<file path="config.mk">
export PLATFORM = sky130hd
export DESIGN_NAME = oes_queue
export DESIGN_NICKNAME = d
export VERILOG_FILES = /design/src/hw/rtl/oes_pkg.sv /design/src/hw/rtl/oes_queue.sv
export SDC_FILE = /design/constraint.sdc
export NUM_CORES = 1
export LEC_CHECK = 0
export ABC_AREA = 1
export BUFFER_PORTS_ARGS = -buffer_cell sky130_fd_sc_hd__buf_4
export CAP_MARGIN = 10
export CORE_UTILIZATION = 52
export CTS_CLUSTER_DIAMETER = 100
export DETAILED_ROUTE_END_ITERATION = 16
export PLACE_DENSITY = 0.79
export SLEW_MARGIN = 15
export SYNTH_ARGS = -nofsm -noshare
export SYNTH_HDL_FRONTEND = slang
export SYNTH_SLANG_ARGS = --single-unit
</file>
<file path="constraint.sdc">
create_clock -name clk_i -period 2.8 [get_ports clk_i]
set_clock_uncertainty 0.05 [all_clocks]
set_input_delay 0.14 -clock clk_i [delete_from_list [all_inputs] [get_ports clk_i]]
set_output_delay 0.14 -clock clk_i [all_outputs]
set_load 0.02 [all_outputs]
</file>
<file path="src/hw/rtl/oes_pkg.sv">
// ----------------------------------------------------------------------------
// oes_pkg: shared types and constants for the odd-even transposition sorter.
// Field widths, the queue entry between front and back, the result entry and engine states.
// ----------------------------------------------------------------------------
package oes_pkg;

  localparam int unsigned ValueW = 32;
  localparam int unsigned TallyW = 12;
  localparam logic [TallyW-1:0] TallyMax = {TallyW{1'b1}};

  typedef struct packed {
    logic [ValueW-1:0] value;
    logic              last;
  } in_req_t;

  typedef struct packed {
    logic [ValueW-1:0] sorted_value;
    logic              last_out;
    logic [TallyW-1:0] swap_count;
    logic [TallyW-1:0] compare_count;
    logic              overflow;
  } out_req_t;

  typedef enum logic [2:0] {
    BkIdle,
    BkRead,
    BkCmp,
    BkPhaseEnd,
    BkEmit
  } bk_state_e;

endpackage

</file>
<file path="src/hw/rtl/oes_queue.sv">
// ----------------------------------------------------------------------------
// oes_queue: two-entry request queue between front end and sort engine.
// ----------------------------------------------------------------------------
module oes_queue (
  input  logic              clk_i,
  input  logic              rst_ni,
  input  logic              push_i,
  input  oes_pkg::in_req_t  push_data_i,
  output logic              full_o,
  input  logic              pop_i,
  output logic              empty_o,
  output oes_pkg::in_req_t  pop_data_o
);
  oes_pkg::in_req_t mem_q [2];
  logic wr_ptr_q, rd_ptr_q;
  logic [1:0] cnt_q;

  assign full_o     = (cnt_q == 2'd2);
  assign empty_o    = (cnt_q == 2'd0);
  assign pop_data_o = mem_q[rd_ptr_q];

  always_ff @(posedge clk_i) begin
    if (push_i && !full_o) mem_q[wr_ptr_q] <= push_data_i;
  end

  always_ff @(posedge clk_i or negedge rst_ni) begin
    if (!rst_ni) begin
      wr_ptr_q <= 1'b0;
      rd_ptr_q <= 1'b0;
      cnt_q    <= 2'd0;
    end else begin
      if (push_i && !full_o) wr_ptr_q <= ~wr_ptr_q;
      if (pop_i && !empty_o) rd_ptr_q <= ~rd_ptr_q;
      cnt_q <= cnt_q + 2'((push_i && !full_o) ? 1 : 0) - 2'((pop_i && !empty_o) ? 1 : 0);
    end
  end
endmodule

</file>
==> metrics.csv <==
metric;value;unit
status;complete, no violations;
grt_pass1_vias;1880;
synth_cell_types;12;
yosysWarnings;0;
grt_remaining_overflow;0;
cts.hold.buffers_added;35;
drv_cap;0;
drv_slew;0;
p_per_area;1010;mW/mm^2
die-area;0.00547;sq mm
die_x;74.0;microns
n_fill_cell;269;
hold_path.class;primary input to flip-flop;
grt_pass1_wl;8.49;mm
post-cts-setup-buffers;0;
htree_levels;3;
cts_sinks;70;
multiInputGateArea;497;sq um
start_util;0.556;
finalWorstSetupSlack;0.883;ns
clk_pin_slew;0.07;ns
setup.worst_path.class;flip-flop to output pin;
sequentialPowerShare;0.406;
top_level_ports;72;
viasPerCell;4.80;
p_switching;0.00141;W
path_cells;buf_4 -> nand2_1 -> nand2_1 -> buf_4;
clock_latency;0.33;ns
avgSynthCellArea;13.1;sq um
ant_nets;0;
syn_nets;245;
cts_resized;0;
crit_family;flip-flops;
vias;1872;
row_count;25;
finish.net_count;359;
crit_fanout;17;
first_pass_iters;4;
n_antenna_cell;0;
worst_slew_pin_slew;0.687;ns
end_kind;output pin;
drtIter0Drc;140;
rsz0062_at_grt;false;
yosys_register_bits;70;
required;2.61;ns
antenna_found_initial;0;
grt_use_total;0.226;
wire_per_inst;14.4;microns
internal-power;0.00241;W
die_y;74.0;microns
cp.arrival;1.73;ns
final.setup.tns;0;ns
coreArea;0.00485;sq mm
routed_wl;5.61;mm
pwr-share-comb;0.402;
drc_errors;0;
regArea;0.00208;sq mm
syn_to_final_growth;40.8;%
synth_cells;206;
grt_start_max_net_pins;35;
irDropWorstVdd;0.604;mV
max_slew_margin;0.542;
setup_viol;0;
cts_tree;built;
pwr-share-clk;0.192;
critPathLaunchType;flip-flop;
clockBufferDepth;2;
ys_seq_area_frac;0.773;
gp_congestion;0.719;
portBuffers;71;
crit_buf_inv;2;
hold_viol;0;
netlist_area;0.00270;sq mm
fin_crit;1.92;ns
cts_buffers;9;
max_freq;0.522;GHz
slowest_delay;0.78;ns
p_sw_frac;0.369;
slowest_stage;dfrtp_1;
clockRootBuffer;clkbuf_8;
drive_gt1_frac;0.300;
leakagePower;1.67;nW
finalCritPeriodShare;0.685;
place_ws;0.935;ns
hpwlAfterDp;3.24;mm
[placed cells by master (no fill, tap or decap), drive strengths merged]
cell / n
dfrtp: 4
ha: 2
nand3: 3
buf: 75
clkinv: 2
edfxtp: 66
clkbuf: 11
dlygate4sd3: 35
bufinv: 1
nor2: 1
inv: 11
nand2: 112
[final timing paths]
check | to | depth (start not counted) | startpoint | slack [ns]
setup / recovery | pop_data_o[25] | 4 | rd_ptr_q | 0.88
hold / removal | wr_ptr_q | 3 | push_i | 0.04
setup reg to reg | mem_q[0][23] | 4 | wr_ptr_q | 0.95
hold reg to reg | wr_ptr_q | 2 | wr_ptr_q | 0.45
max in group asynchronous | rd_ptr_q | 2 | rst_ni | 2.52
min in group asynchronous | wr_ptr_q | 2 | rst_ni | 0.08
[Yosys cell counts]
cell	count	area (sq um)
nand2_1	102	383
edfxtp_1	66	1980
inv_1	10	37.5
nand2_2	10	62.6
buf_6	4	45.0
dfrtp_1	4	100
nand3_1	3	15.0
buf_4	2	15.0
ha_1	2	25.0
buf_8	1	15.0
inv_8	1	11.3
nor2_1	1	3.75
[power by group through the flow]
stage / Sequential (W) / Combinational [W] / Clock (W)
after global routing: 0.00157 / 0.00167 / 0.000783
after floorplan: 0.00151 / 0.000986 / 0
after CTS: 0.00154 / 0.00154 / 0.000737
final: 0.00155 / 0.00153 / 0.000734
after detailed placement: 0.00156 / 0.00149 / 0
after global placement: 0.00155 / 0.00146 / 0
[cell families after synthesis]
| group | Yosys count | synth area share |
|---|---|---|
| AND/OR/NAND/NOR | 116 | 0.172 |
| flip-flops | 70 | 0.773 |
| buffers and inverters | 18 | 0.0460 |
| adder cells (fa/ha/maj) | 2 | 0.00928 |
[cell type report]
class                   instances  area share
clock buffers                  11      0.0346
clock inverters                 3     0.00989
inverters                      11      0.0129
multi-input cells             118       0.131
flip-flops and latches         70       0.549
well taps                      67      0.0221
repair buffers                110       0.241
[per-layer routing]
layer | GRT usage | wire, microns | vias to the layer above
met5 | 0 | 0 | -
met4 | 0.0748 | 46 | 0
met3 | 0.0881 | 340 | 7
met1 | 0.252 | 2290 | 878
li1 | - | - | 906
met2 | 0.397 | 2940 | 81
[sequential cells by signal, indices dropped and copies added (netlist names)]
name / flops
cnt_q: 2
mem_q: 66
rd_ptr_q: 1
wr_ptr_q: 1
[through the flow]
stage / instance area (sq um) / utilization / total power, W / hold WS, ns / cells
finish: 3790 / 0.782 / 0.00381 / 0.0392 / 390
CTS: 3790 / 0.782 / 0.00382 / 0.0330 / 390
floorplan: 2700 / - / 0.00250 / -0.206 / 206
global route: 3790 / 0.782 / 0.00402 / 0.0457 / 390
detailed placement: 3270 / 0.675 / 0.00305 / -0.108 / 341
global placement: 3270 / 0.675 / 0.00301 / -0.113 / 341
[worst min-delay path, delay by kind of cell]
kind / cells / cell delay, ns
buffers and inverters: 1 / 0.09
and+or+nand+nor: 2 / 0.17
Note: power is estimated with default switching activity, not from simulation.
